==> src/hw/rtl/periodic_timer_table_unit_macros.svh <==
// Assertion macros shared by the timer table RTL.
`ifndef PERIODIC_TIMER_TABLE_UNIT_MACROS_SVH
`define PERIODIC_TIMER_TABLE_UNIT_MACROS_SVH

// Same-cycle implication, checked on every rising edge outside reset.
`define PTT_ASSERT_IMPL(label, ante, cons) \
  label: assert property (@(posedge clk) disable iff (!rst_n) (ante) |-> (cons)) \
    else $error("timer table check failed");

// Next-cycle implication, checked on every rising edge outside reset.
`define PTT_ASSERT_NEXT(label, ante, cons) \
  label: assert property (@(posedge clk) disable iff (!rst_n) (ante) |=> (cons)) \
    else $error("timer table sequencing check failed");

`endif

==> src/hw/rtl/ptt_pkg.sv <==
package ptt_pkg;

  localparam int SLOTS       = 16;
  localparam int MAX_RESULTS = 16;
  localparam int IDXW        = $clog2(SLOTS);
  localparam int CNTW        = $clog2(MAX_RESULTS + 1);

  localparam logic [1:0] MODE_ADD    = 2'd0;
  localparam logic [1:0] MODE_REMOVE = 2'd1;
  localparam logic [1:0] MODE_TICK   = 2'd2;
  localparam logic [1:0] MODE_STOP   = 2'd3;

  localparam logic [2:0] KIND_ADDED     = 3'd0;
  localparam logic [2:0] KIND_REFUSED   = 3'd1;
  localparam logic [2:0] KIND_REMOVED   = 3'd2;
  localparam logic [2:0] KIND_NOTFOUND  = 3'd3;
  localparam logic [2:0] KIND_EXPIRED   = 3'd4;
  localparam logic [2:0] KIND_DESTROYED = 3'd5;
  localparam logic [2:0] KIND_NOTHING   = 3'd6;

  typedef struct packed {
    logic [1:0]  mode;
    logic [7:0]  user_id;
    logic [15:0] delay;
    logic [15:0] period;
  } in_data_t;

  typedef struct packed {
    logic [2:0] kind;
    logic [7:0] user_out;
    logic       last;
  } out_data_t;

  typedef struct packed {
    logic [7:0]  user;
    logic [31:0] deadline;
    logic [15:0] period;
  } slot_t;

  localparam int SLOT_W = $bits(slot_t);

endpackage

==> src/hw/rtl/ptt_ram.sv <==
module ptt_ram #(
  parameter int WIDTH = 8,
  parameter int DEPTH = 16
) (
  input  logic                     clk,
  input  logic                     wr_en,
  input  logic [$clog2(DEPTH)-1:0] wr_addr,
  input  logic [WIDTH-1:0]         wr_data,
  input  logic                     rd_en,
  input  logic [$clog2(DEPTH)-1:0] rd_addr,
  output logic [WIDTH-1:0]         rd_data
);

  logic [WIDTH-1:0] mem_r [DEPTH];
  logic [WIDTH-1:0] rd_data_r;

  always_ff @(posedge clk) begin
    if (wr_en) begin
      mem_r[wr_addr] <= wr_data;
    end
    if (rd_en) begin
      rd_data_r <= mem_r[rd_addr];
    end
  end

  assign rd_data = rd_data_r;

endmodule

==> src/hw/rtl/periodic_timer_table_unit.sv <==
// Periodic timer table: a set of timer slots kept in a one-port-read,
// one-port-write RAM, with slot valid bits in flip-flops.
// Input channel (in_valid/in_ready/in_data) takes one command per transfer:
// add, remove user, tick or stop. Results leave on out_valid/out_ready/
// out_data, one or more per command, the final one flagged by last.
// An add is decided in the accept cycle and its result waits in the hold stage
// until the FLUSH state moves it to the output register; then the next command can be taken.
// Remove, tick and stop sweep every slot through the RAM, one slot per cycle
// while no report stalls, each slot's word read through the registered RAM
// read port; the final result then goes from FLUSH into the output register, and
// the next command is taken once FLUSH has handed that result on.
// The sweep is paced by the single RAM read port.
// Results pass through a one-entry hold stage and an output register, so
// when the receiver stalls the sweep pauses on the slot that wants to report
// and resumes once the output register drains; nothing is dropped.
// A new command may be accepted while the final result of the previous one
// still waits in the output register.
// Reset (rst_n low, synchronous) empties the table, zeroes the tick counter
// and puts the table in the running state; RAM contents need no clearing.
module periodic_timer_table_unit
  import ptt_pkg::*;
(
  input  logic      clk,
  input  logic      rst_n,
  input  logic      in_valid,
  output logic      in_ready,
  input  in_data_t  in_data,
  output logic      out_valid,
  input  logic      out_ready,
  output out_data_t out_data
);

  `include "periodic_timer_table_unit_macros.svh"

  localparam logic [1:0] ST_IDLE  = 2'd0;
  localparam logic [1:0] ST_SCAN  = 2'd1;
  localparam logic [1:0] ST_FLUSH = 2'd2;

  logic [1:0]      state_r, state_nxt;
  logic [SLOTS-1:0] valid_r, valid_nxt;
  logic [31:0]     now_r, now_nxt;
  logic            running_r, running_nxt;
  logic [1:0]      op_r, op_nxt;
  logic [7:0]      user_r, user_nxt;
  logic            found_r, found_nxt;
  logic [CNTW-1:0] cnt_r, cnt_nxt;
  logic [IDXW-1:0] scan_idx_r, scan_idx_nxt;
  logic            issue_done_r, issue_done_nxt;
  logic            s1_vld_r, s1_vld_nxt;
  logic [IDXW-1:0] s1_idx_r, s1_idx_nxt;
  logic            pend_vld_r, pend_vld_nxt;
  logic [2:0]      pend_kind_r, pend_kind_nxt;
  logic [7:0]      pend_user_r, pend_user_nxt;
  logic            out_vld_r, out_vld_nxt;
  out_data_t       out_data_r, out_data_nxt;

  logic            in_fire;
  logic            out_ok;
  logic            has_free;
  logic [IDXW-1:0] free_idx;
  logic            wr_en;
  logic [IDXW-1:0] wr_addr;
  slot_t           wr_data;
  logic            rd_en;
  slot_t           rd_data;
  logic [31:0]     age;
  logic            slot_live;
  logic            emit_req;
  logic [2:0]      emit_kind;
  logic            stall;
  logic            advance;

  ptt_ram #(
    .WIDTH(SLOT_W),
    .DEPTH(SLOTS)
  ) u_slot_ram (
    .clk    (clk),
    .wr_en  (wr_en),
    .wr_addr(wr_addr),
    .wr_data(wr_data),
    .rd_en  (rd_en),
    .rd_addr(scan_idx_r),
    .rd_data(rd_data)
  );

  assign in_ready  = (state_r == ST_IDLE);
  assign in_fire   = in_valid && in_ready;
  assign out_ok    = !out_vld_r || out_ready;
  assign out_valid = out_vld_r;
  assign out_data  = out_data_r;

  // Lowest free slot.
  always_comb begin
    has_free = 1'b0;
    free_idx = '0;
    for (int i = SLOTS - 1; i >= 0; i--) begin
      if (!valid_r[i]) begin
        has_free = 1'b1;
        free_idx = IDXW'(i);
      end
    end
  end

  // Evaluation of the slot whose RAM word is on rd_data.
  assign age       = now_r - rd_data.deadline;
  assign slot_live = s1_vld_r && valid_r[s1_idx_r] && (cnt_r < CNTW'(MAX_RESULTS));

  always_comb begin
    emit_req  = 1'b0;
    emit_kind = KIND_EXPIRED;
    if (state_r == ST_SCAN && slot_live) begin
      if (op_r == MODE_TICK && !age[31]) begin
        emit_req = 1'b1;
      end else if (op_r == MODE_STOP) begin
        emit_req  = 1'b1;
        emit_kind = KIND_DESTROYED;
      end
    end
  end

  // A report must wait when the hold stage is full and cannot drain.
  assign stall   = emit_req && pend_vld_r && !out_ok;
  assign advance = (state_r == ST_SCAN) && !stall;
  assign rd_en   = advance && !issue_done_r;

  always_comb begin
    wr_en   = 1'b0;
    wr_addr = free_idx;
    wr_data = rd_data;
    if (in_fire && in_data.mode == MODE_ADD && running_r && has_free) begin
      wr_en            = 1'b1;
      wr_data.user     = in_data.user_id;
      wr_data.deadline = now_r + {16'd0, in_data.delay};
      wr_data.period   = in_data.period;
    end else if (advance && emit_req && op_r == MODE_TICK && rd_data.period != 16'd0) begin
      wr_en            = 1'b1;
      wr_addr          = s1_idx_r;
      wr_data.deadline = now_r + {16'd0, rd_data.period};
    end
  end

  always_comb begin
    state_nxt      = state_r;
    valid_nxt      = valid_r;
    now_nxt        = now_r;
    running_nxt    = running_r;
    op_nxt         = op_r;
    user_nxt       = user_r;
    found_nxt      = found_r;
    cnt_nxt        = cnt_r;
    scan_idx_nxt   = scan_idx_r;
    issue_done_nxt = issue_done_r;
    s1_vld_nxt     = s1_vld_r;
    s1_idx_nxt     = s1_idx_r;
    pend_vld_nxt   = pend_vld_r;
    pend_kind_nxt  = pend_kind_r;
    pend_user_nxt  = pend_user_r;
    out_vld_nxt    = out_vld_r && !out_ready;
    out_data_nxt   = out_data_r;

    unique case (state_r)
      ST_IDLE: begin
        if (in_fire) begin
          op_nxt         = in_data.mode;
          user_nxt       = in_data.user_id;
          found_nxt      = 1'b0;
          cnt_nxt        = '0;
          scan_idx_nxt   = '0;
          issue_done_nxt = 1'b0;
          s1_vld_nxt     = 1'b0;
          if (in_data.mode == MODE_ADD) begin
            pend_vld_nxt  = 1'b1;
            pend_user_nxt = in_data.user_id;
            if (running_r && has_free) begin
              pend_kind_nxt       = KIND_ADDED;
              valid_nxt[free_idx] = 1'b1;
            end else begin
              pend_kind_nxt = KIND_REFUSED;
            end
            state_nxt = ST_FLUSH;
          end else begin
            if (in_data.mode == MODE_TICK) begin
              now_nxt = now_r + 32'd1;
            end
            if (in_data.mode == MODE_STOP) begin
              running_nxt = 1'b0;
            end
            state_nxt = ST_SCAN;
          end
        end
      end
      ST_SCAN: begin
        if (advance) begin
          if (s1_vld_r && valid_r[s1_idx_r]) begin
            case (op_r)
              MODE_REMOVE: begin
                if (rd_data.user == user_r) begin
                  valid_nxt[s1_idx_r] = 1'b0;
                  found_nxt           = 1'b1;
                end
              end
              MODE_TICK: begin
                if (emit_req && rd_data.period == 16'd0) begin
                  valid_nxt[s1_idx_r] = 1'b0;
                end
              end
              MODE_STOP: begin
                valid_nxt[s1_idx_r] = 1'b0;
              end
              default: begin
              end
            endcase
          end
          if (emit_req) begin
            // The previous report is now known not to be the final one.
            if (pend_vld_r) begin
              out_vld_nxt           = 1'b1;
              out_data_nxt.kind     = pend_kind_r;
              out_data_nxt.user_out = pend_user_r;
              out_data_nxt.last     = 1'b0;
            end
            pend_vld_nxt  = 1'b1;
            pend_kind_nxt = emit_kind;
            pend_user_nxt = rd_data.user;
            cnt_nxt       = cnt_r + CNTW'(1);
          end
          s1_vld_nxt = !issue_done_r;
          s1_idx_nxt = scan_idx_r;
          if (!issue_done_r) begin
            if (scan_idx_r == IDXW'(SLOTS - 1)) begin
              issue_done_nxt = 1'b1;
            end else begin
              scan_idx_nxt = scan_idx_r + IDXW'(1);
            end
          end
          if (s1_vld_r && s1_idx_r == IDXW'(SLOTS - 1)) begin
            state_nxt = ST_FLUSH;
          end
        end
      end
      ST_FLUSH: begin
        if (out_ok) begin
          out_vld_nxt       = 1'b1;
          out_data_nxt.last = 1'b1;
          if (pend_vld_r) begin
            out_data_nxt.kind     = pend_kind_r;
            out_data_nxt.user_out = pend_user_r;
          end else if (op_r == MODE_REMOVE) begin
            out_data_nxt.kind     = found_r ? KIND_REMOVED : KIND_NOTFOUND;
            out_data_nxt.user_out = user_r;
          end else begin
            out_data_nxt.kind     = KIND_NOTHING;
            out_data_nxt.user_out = 8'd0;
          end
          pend_vld_nxt = 1'b0;
          state_nxt    = ST_IDLE;
        end
      end
      default: begin
        state_nxt = ST_IDLE;
      end
    endcase
  end

  always_ff @(posedge clk) begin
    if (!rst_n) begin
      state_r      <= ST_IDLE;
      valid_r      <= '0;
      now_r        <= '0;
      running_r    <= 1'b1;
      found_r      <= 1'b0;
      cnt_r        <= '0;
      scan_idx_r   <= '0;
      issue_done_r <= 1'b0;
      s1_vld_r     <= 1'b0;
      pend_vld_r   <= 1'b0;
      out_vld_r    <= 1'b0;
      op_r         <= MODE_ADD;
    end else begin
      state_r      <= state_nxt;
      valid_r      <= valid_nxt;
      now_r        <= now_nxt;
      running_r    <= running_nxt;
      found_r      <= found_nxt;
      cnt_r        <= cnt_nxt;
      scan_idx_r   <= scan_idx_nxt;
      issue_done_r <= issue_done_nxt;
      s1_vld_r     <= s1_vld_nxt;
      pend_vld_r   <= pend_vld_nxt;
      out_vld_r    <= out_vld_nxt;
      op_r         <= op_nxt;
    end
  end

  always_ff @(posedge clk) begin
    user_r      <= user_nxt;
    s1_idx_r    <= s1_idx_nxt;
    pend_kind_r <= pend_kind_nxt;
    pend_user_r <= pend_user_nxt;
    out_data_r  <= out_data_nxt;
  end

  `PTT_ASSERT_IMPL(a_hold_empty_when_idle, state_r == ST_IDLE, !pend_vld_r)
  `PTT_ASSERT_IMPL(a_stopped_table_empty, !running_r && state_r == ST_IDLE, valid_r == '0)
  `PTT_ASSERT_IMPL(a_report_count_bounded, 1'b1, cnt_r <= CNTW'(MAX_RESULTS))
  `PTT_ASSERT_NEXT(a_stall_holds_slot, stall, s1_vld_r && $stable(s1_idx_r))

endmodule

==> config.mk <==
export PLATFORM = sky130hd
export DESIGN_NAME = periodic_timer_table_unit
export DESIGN_NICKNAME = d
export VERILOG_FILES = /design/src/hw/rtl/ptt_pkg.sv /design/src/hw/rtl/ptt_ram.sv /design/src/hw/rtl/periodic_timer_table_unit.sv
export VERILOG_INCLUDE_DIRS = /design/src /design/src/hw/rtl
export SDC_FILE = /design/constraint.sdc
export NUM_CORES = 1
export LEC_CHECK = 0
export BUFFER_PORTS_ARGS = -buffer_cell sky130_fd_sc_hd__buf_4
export CAP_MARGIN = 20
export CELL_PAD_IN_SITES_DETAIL_PLACEMENT = 0
export CELL_PAD_IN_SITES_GLOBAL_PLACEMENT = 1
export CORE_MARGIN = 3
export CORE_UTILIZATION = 45
export DETAILED_ROUTE_END_ITERATION = 7
export PLACE_DENSITY_LB_ADDON = 0.12
export RECOVER_POWER = 50
export SLEW_MARGIN = 20
export SYNTH_ARGS = -nofsm -noshare
export SYNTH_HDL_FRONTEND = slang
export SYNTH_SLANG_ARGS = --single-unit
==> constraint.sdc <==
create_clock -name clk -period 9.7 [get_ports clk]
set_input_delay 1.94 -clock clk [delete_from_list [all_inputs] [get_ports clk]]
set_output_delay 1.94 -clock clk [all_outputs]
set_load 0.005 [all_outputs]
==> run metrics, run 1 <==
cell area after layout 49300 µm²; LEAKAGE 15.7 nW; Peak VDD IR 0.000147 V; Worst path max stage delay 2.93 ns; Resized Gates After CTS 0; post-route insts no fill 3879; final net count 2645; Pre-Repair DR Iteration Count 5; Hold WC Path Type reg -> reg; combinational share of power 0.148; top cell type's share of synthesized area 0.674; clk_skew 0.0432 ns; H-tree depth 3; Top FF cell, synth edfxtp_1; RSZ-0062 raised after global routing no; IO Pins 60; R2R setup slack 2.47 ns; CP max-delay cell clkbuf_2; clock latency on the worst-skew pair 0.69 ns; hold path start s1_vld_r; max-slew violations 495; pwr dens 225 nW/µm²; Crit path max-delay family buffers and inverters; CTS root buf clkbuf_16; clock-pin slew on the worst setup and hold paths 0.06 ns; via count 23.2k; fmax 138 MHz; Placed Area 46100 µm²; minimum clock period 7.23 ns; antenna-violating nets left 0; Syn Inst Count 2421; FFs w/ async S/R, synth 0; synth top area cells edfxtp_1 67%, mux4_2 14%, dfxtp_1 3.1%; Die ar. 101000 µm²; Ys Warns 0; maxcap violations 14; dpl cells 3679; DRT Wirelength 109000 µm; Critical path buffers and inverters 1; worst-path cell chain clkbuf_2 > mux4_2 > mux4_2; Starting Density 0.458; Total GRT Usage 0.214; Pwr Total 0.0111 W; clk buf depth 3; EDFF count, synth 986; Worst Setup Path Type reg -> reg; vias in the first global route 23.5k; outcome complete, but fails checks; CTS tree done; cell taking the most area after synthesis edfxtp_1; CP endpoint kind register; most frequent cells in the layout 986 x edfxtp_1, 281 x mux4_2, 188 x nand2_1; Avg Cell Area, Syn 18.1 µm²; Net Sw Power 0.00279 W; Sink Count 1053; GP Congestion 0.781; clock power share 0.353; CP required 10.06 ns; die width 318 µm; FF-to-FF path depth 3; DRT iter0 DRCs 2343; internal power 0.00829 W; initial antenna violation count 4; most common cell after layout, fill and taps aside edfxtp_1; Worst Hold End s1_vld_r; TNS Setup 0 ns; Final Hold Fails 0; Worst slew margin -1.66; core area 95900 µm²; # DRC 0; data arrival time of the critical path 7.59 ns; Via density 5.97; std cell rows 113; DR WL/cell 28.0 µm; Tcrit/Tclk final 0.745; most frequent cell on the critical path mux4_2; largest net degree at the start of global routing 131; hold path depth 2; Seq cells post-synth 1053; reg-to-reg critical path endpoint u_slot_ram.rd_data[47]; Sw Ratio 0.252; Layout area overhead 12.2%; register share of total power 0.499; Mapped Area 43900 µm²; Worst setup SP type register; layout cells sized above 1 0.211; sequential fraction of the synthesis area 0.705; clock buffer count from CTS 107; Worst-Margin Slew 3.99 ns; Netlist cell types 77; first-pass GRT wire length 160000 µm; FF-to-FF Start scan_idx_r[1]; detailed placement HPWL 64900 µm; die height 318 µm; failing checks capacitance limit, slew limit; Worst Path Max Fanout 130; global route overflow 0; port bufs 59; Post-Syn Nets 2538; Post-CTS Repair Setup Buffers 0; cts hold-fix bufs 0; final setup vio count 0
==> registers in the layout (all words and copies together), names as in the netlist <==
register and count:
out_valid 1, s1_vld_r 1, cnt_r 5, u_slot_ram.rd_data 56, u_slot_ram.mem_r 896, running_r 1, valid_r 16, pend_vld_r 1
pend_kind_r 2, found_r 1, out_data 12, user_r 8, scan_idx_r 4, now_r 32, issue_done_r 1, pend_user_r 8
op_r 2, s1_idx_r 4, state_r 2
==> cell families after synthesis <==
family / Yosys count / synth area share
DFF: 1053 / 0.705
and+or+nand+nor: 488 / 0.0532
muxes: 308 / 0.152
AOI/OAI and AO/OA: 267 / 0.0409
buffers and inverters: 168 / 0.0156
adders and majority gates: 71 / 0.0206
xor gates and xnor gates: 66 / 0.0132
==> tightest hold or removal path, delay by kind of cell (launching register included) <==
family | cells | cell delay (ns)
flops | 1 | 0.32
compound gates | 1 | 0.06
simple gates | 1 | 0.05
==> Yosys cell counts (4+ instances only) <==
cell type and number:
edfxtp_1 986, mux4_2 281, nand2_1 188, nor2_1 88, clkbuf_1 85, ha_1 69
dfxtp_1 67, a21oi_1 61, o21ai_0 55, inv_1 52, xnor2_1 43, nand3_1 41
and2_1 32, nor4_1 26, xor2_1 23, nand4_1 22, a211oi_1 20, buf_1 20
o22ai_1 19, a22o_1 17, nand2b_1 15, and3_1 14, nor3_1 14, a21o_1 13
mux2_2 13, or3_1 12, nor2b_1 11, a21boi_0 10, mux2i_1 10, a221o_1 6
a31oi_1 6, o21a_1 6, o31ai_1 6, a211o_1 5, and4_1 5, nand3b_1 5
o211ai_1 5, buf_2 4, buf_6 4, mux4_1 4, or2_2 4
==> area by class of cell <==
class,instances,area (µm²)
inverters,52,195
flip-flops and latches,1053,30900
well taps,1265,1580
clock inverters,61,558
diodes,1,2.50
multi-input cells,1200,12400
clock buffers,133,2780
fillers,7771,46600
repair buffers,114,858
==> power groups by stage <==
stage          Sequential, W  Clock, W  Combinational, W
2_1_floorplan        0.00553         0           0.00117
3_3_place_gp         0.00561         0           0.00164
3_5_place_dp         0.00562         0           0.00167
4_1_cts              0.00552   0.00400           0.00167
5_1_grt              0.00554   0.00419           0.00179
6_report             0.00553   0.00391           0.00164
==> stage by stage <==
step | setup WS, ns | hold WS, ns | utilization
CTS | 3.91 | 0.487 | 0.515
global placement | 3.50 | 0.472 | 0.480
floorplan | 3.16 | 0.406 | -
global route | 2.05 | 0.525 | 0.514
finish | 2.47 | 0.483 | 0.514
detailed placement | 3.39 | 0.478 | 0.481
==> per-layer routing <==
layer	part of all wire	global-route usage	wire, µm
met1	0.44	0.311	47500
met2	0.47	0.329	50600
met3	0.070	0.0458	7620
met4	0.027	0.0605	2910
met5	0.00030	0	33
==> how the worst max path moves through the flow <==
| stage | from | to | slack (ns) | depth (start not counted) |
|---|---|---|---|---|
| floorplan | out_ready | u_slot_ram.rd_data[0] | 3.16 | 4 |
| global placement | in_data[41] | u_slot_ram.mem_r[15][24] | 3.50 | 8 |
| detailed placement | in_data[41] | u_slot_ram.mem_r[15][24] | 3.39 | 8 |
| CTS | now_r[2] | u_slot_ram.mem_r[15][24] | 3.91 | 11 |
| global route | scan_idx_r[1] | u_slot_ram.rd_data[47] | 2.05 | 3 |
| finish | scan_idx_r[1] | u_slot_ram.rd_data[47] | 2.47 | 3 |
Power figures use the tool's default switching activity.
==> inputs of run 2 (changes only) <==
--- a/config.mk
+++ b/config.mk
@@ -6,6 +6,7 @@
 export SDC_FILE = /design/constraint.sdc
 export NUM_CORES = 1
 export LEC_CHECK = 0
+export ABC_AREA = 1
 export BUFFER_PORTS_ARGS = -buffer_cell sky130_fd_sc_hd__buf_4
 export CAP_MARGIN = 20
 export CELL_PAD_IN_SITES_DETAIL_PLACEMENT = 0
==> constraint.sdc (replaced) <==
create_clock -name clk -period 6.4 [get_ports clk]
set_input_delay 1.28 -clock clk [delete_from_list [all_inputs] [get_ports clk]]
set_output_delay 1.28 -clock clk [all_outputs]
set_load 0.005 [all_outputs]
==> run 2 against run 1 <==
Effect of this change:
- clock-buffer cell count shrank 3
- largest cell class unchanged
- first-iteration DRC count rose by 40%
- die area up 2.9%
- largest power group unchanged
- power increased by 71%
- worst setup slack lost 1.4 ns
- sequential share of layout area fell by 2.0 points
- the run still ends with capacitance limit, slew limit left
- critical endpoint is now u_slot_ram.mem_r[14][27]
- fmax grew 35%
- design area grew 3.2%
- non-clock buffer count increased by 44
- combinational power increased by 130%
- via count rose by 29%
- synthesized cell count rose by 51%
==> run metrics, run 2 <==
outcome complete, but fails checks; DRT iter0 DRCs 3288 (+40%); R2R setup slack 1.04 ns (-1.44 ns); Worst Path Max Fanout 28 (-78%); clk buf depth 3 (unchanged); Worst-Margin Slew 3.43 ns (-0.558 ns); detailed placement HPWL 80900 µm (+25%); fin util 0.514 (about the same); final net count 3838 (+45%); # DRC 0 (unchanged); cell taking the most area after synthesis edfxtp_1; FFs w/ async S/R, synth 0 (unchanged); RSZ-0062 raised after global routing no; maxcap violations 11 (-3); clk_skew 0.0571 ns (+0.0140 ns); Worst Setup Path Type reg -> reg; sequential fraction of the synthesis area 0.684 (-0.0202); first-pass GRT wire length 192000 µm (+20%); top cell type's share of synthesized area 0.655 (-0.0193); EDFF count, synth 986 (unchanged); Die ar. 104000 µm² (+2.9%); Pre-Repair DR Iteration Count 6 (+1); met2 Use GR 0.379 (+0.0496); top-count cell post-synth edfxtp_1; Post-Syn Nets 3773 (+49%); pwr dens 373 nW/µm² (+66%); Pwr Total 0.0190 W (+71%); LEAKAGE 16.8 nW (+7.1%); CP endpoint kind register; die height 323 µm (+1.4%); synth top area cells edfxtp_1 65%, nor2_1 3.9%, o21ai_0 3.6%; most frequent cells in the layout 986 x edfxtp_1, 461 x nor2_1, 429 x nand2_1; clock-pin slew on the worst setup and hold paths 0.07 ns (about the same); global route overflow 0 (unchanged); top cells by count, synth 986 x edfxtp_1, 472 x nor2_1, 426 x nand2_1, 325 x o21ai_0, 182 x inv_1; core area 99000 µm² (+3.3%); fmax 186 MHz (+35%); met1 Use GR 0.368 (+0.0571); cts hold-fix bufs 0 (unchanged); minimum clock period 5.36 ns (-1.86 ns); Avg Cell Area, Syn 12.4 µm² (-32%); Mapped Area 45200 µm² (+2.9%); failing checks capacitance limit, slew limit; die width 323 µm (+1.4%); CTS root buf clkbuf_16; max-slew violations 538 (+8.7%); Seq cells post-synth 1053 (unchanged); largest net degree at the start of global routing 131 (unchanged); data arrival time of the critical path 5.76 ns (-1.83 ns); Total GRT Usage 0.247 (+0.0331); Sink Count 1053 (unchanged); Final Hold Fails 0 (unchanged); GP Congestion 0.879 (+12%); Layout area overhead 12.5%; DR WL/cell 25.4 µm (-9.2%); Ys Warns 0 (unchanged); final setup vio count 0 (unchanged); Starting Density 0.457 (-0.00143); initial antenna violation count 5 (+1); via count 30.0k (+29%); most common cell after layout, fill and taps aside edfxtp_1; H-tree depth 3 (unchanged); Via density 5.88 (-1.5%); Tcrit/Tclk final 0.838 (+0.0931); port bufs 59 (unchanged); CP required 6.80 ns (-3.26 ns); Biggest register u_slot_ram.mem_r; max reg flops 896 (unchanged); vias in the first global route 28.7k (+22%); Worst slew margin -1.29 (+0.372); DRT Wirelength 130000 µm (+19%); clock buffer count from CTS 110 (+2.8%); clock latency on the worst-skew pair 0.71 ns (+0.02 ns); antenna-violating nets left 0 (unchanged); std cell rows 115 (+1.8%); TNS Setup 0 ns (unchanged); GRT busiest layer met2; Resized Gates After CTS 0 (unchanged); Top FF cell, synth edfxtp_1; layout cells sized above 1 0.0788 (-0.132); Netlist cell types 49 (-36%); Post-CTS Repair Setup Buffers 0 (unchanged); Syn Inst Count 3656 (+51%); Worst setup SP type register; IO Pins 60 (unchanged); CTS tree done; Peak VDD IR 0.000237 V (+62%); met3 global-route usage 0.0414 (-0.00434); Hold WC Path Type reg -> reg
run 2: logic make-up (layout without fill, tap and decap cells):
family	count (synthesis)	in the layout	synth area share
xor gates and xnor gates	51	51	0.00988
DFF	1053	1053	0.684
and+or+nand+nor	1113	1113	0.101
adders and majority gates	71	71	0.0200
other	0	1	0
AOI/OAI and AO/OA	811	811	0.115
muxes	161	161	0.0356
buffers and inverters	396	547	0.0340
run 2: stage by stage:
stage	setup slack [ns]	hold WS, ns	std cells	cell area, µm²
after floorplan	1.17	0.406	3656	45200
after global placement	1.44	0.469	4889	47500
after detailed placement	1.37	0.475	4896	47600
after CTS	1.49	0.485	5094	51200
after global routing	0.637	0.503	5094	50900
final	1.04	0.485	5095	50900
run 2: final cells by class:
type | instances | area (µm²)
well taps | 1287 | 1610
clock buffers | 130 | 2880
multi-input cells | 2207 | 12800
fillers | 8511 | 48100
flip-flops and latches | 1053 | 30900
diodes | 1 | 2.50
clock inverters | 68 | 758
repair buffers | 158 | 1160
inverters | 191 | 724
run 2: critical path: stages, from the launching register on:
cell,delay [ns]
dfxtp_1,0.61
ha_1,0.33
nand2_1,0.07
nand2_1,0.05
nand2_1,0.05
nand2_1,0.08
nand2_1,0.07
nand2_1,0.05
a21oi_1,0.22
nand2_1,0.09
nand2_1,0.06
nand3_1,0.24
nand4_1,0.52
nand3_1,0.51
inv_1,1.00
nand2_1,0.27
o211ai_1,0.23
clkbuf_1,0.63
run 2: final timing paths:
check	startpoint	end	cells past startpoint
max	now_r[16]	u_slot_ram.mem_r[14][27]	17
min	found_r	found_r	1
max reg2reg	now_r[16]	u_slot_ram.mem_r[14][27]	17
min reg2reg	found_r	found_r	1
run 2: per-layer routing:
metal	vias up	wire (µm)
met3	172	9040
met2	1015	58200
met1	15100	59200
met5	-	33
met4	4	3050
li1	13700	-
run 2: report_power, final:
part	switching, W	leakage (nW)	internal, W	total [W]
clock network	0.00267	1.78	0.00374	0.00641
registers	0.000243	9.45	0.00847	0.00871
logic	0.00283	5.58	0.00102	0.00385
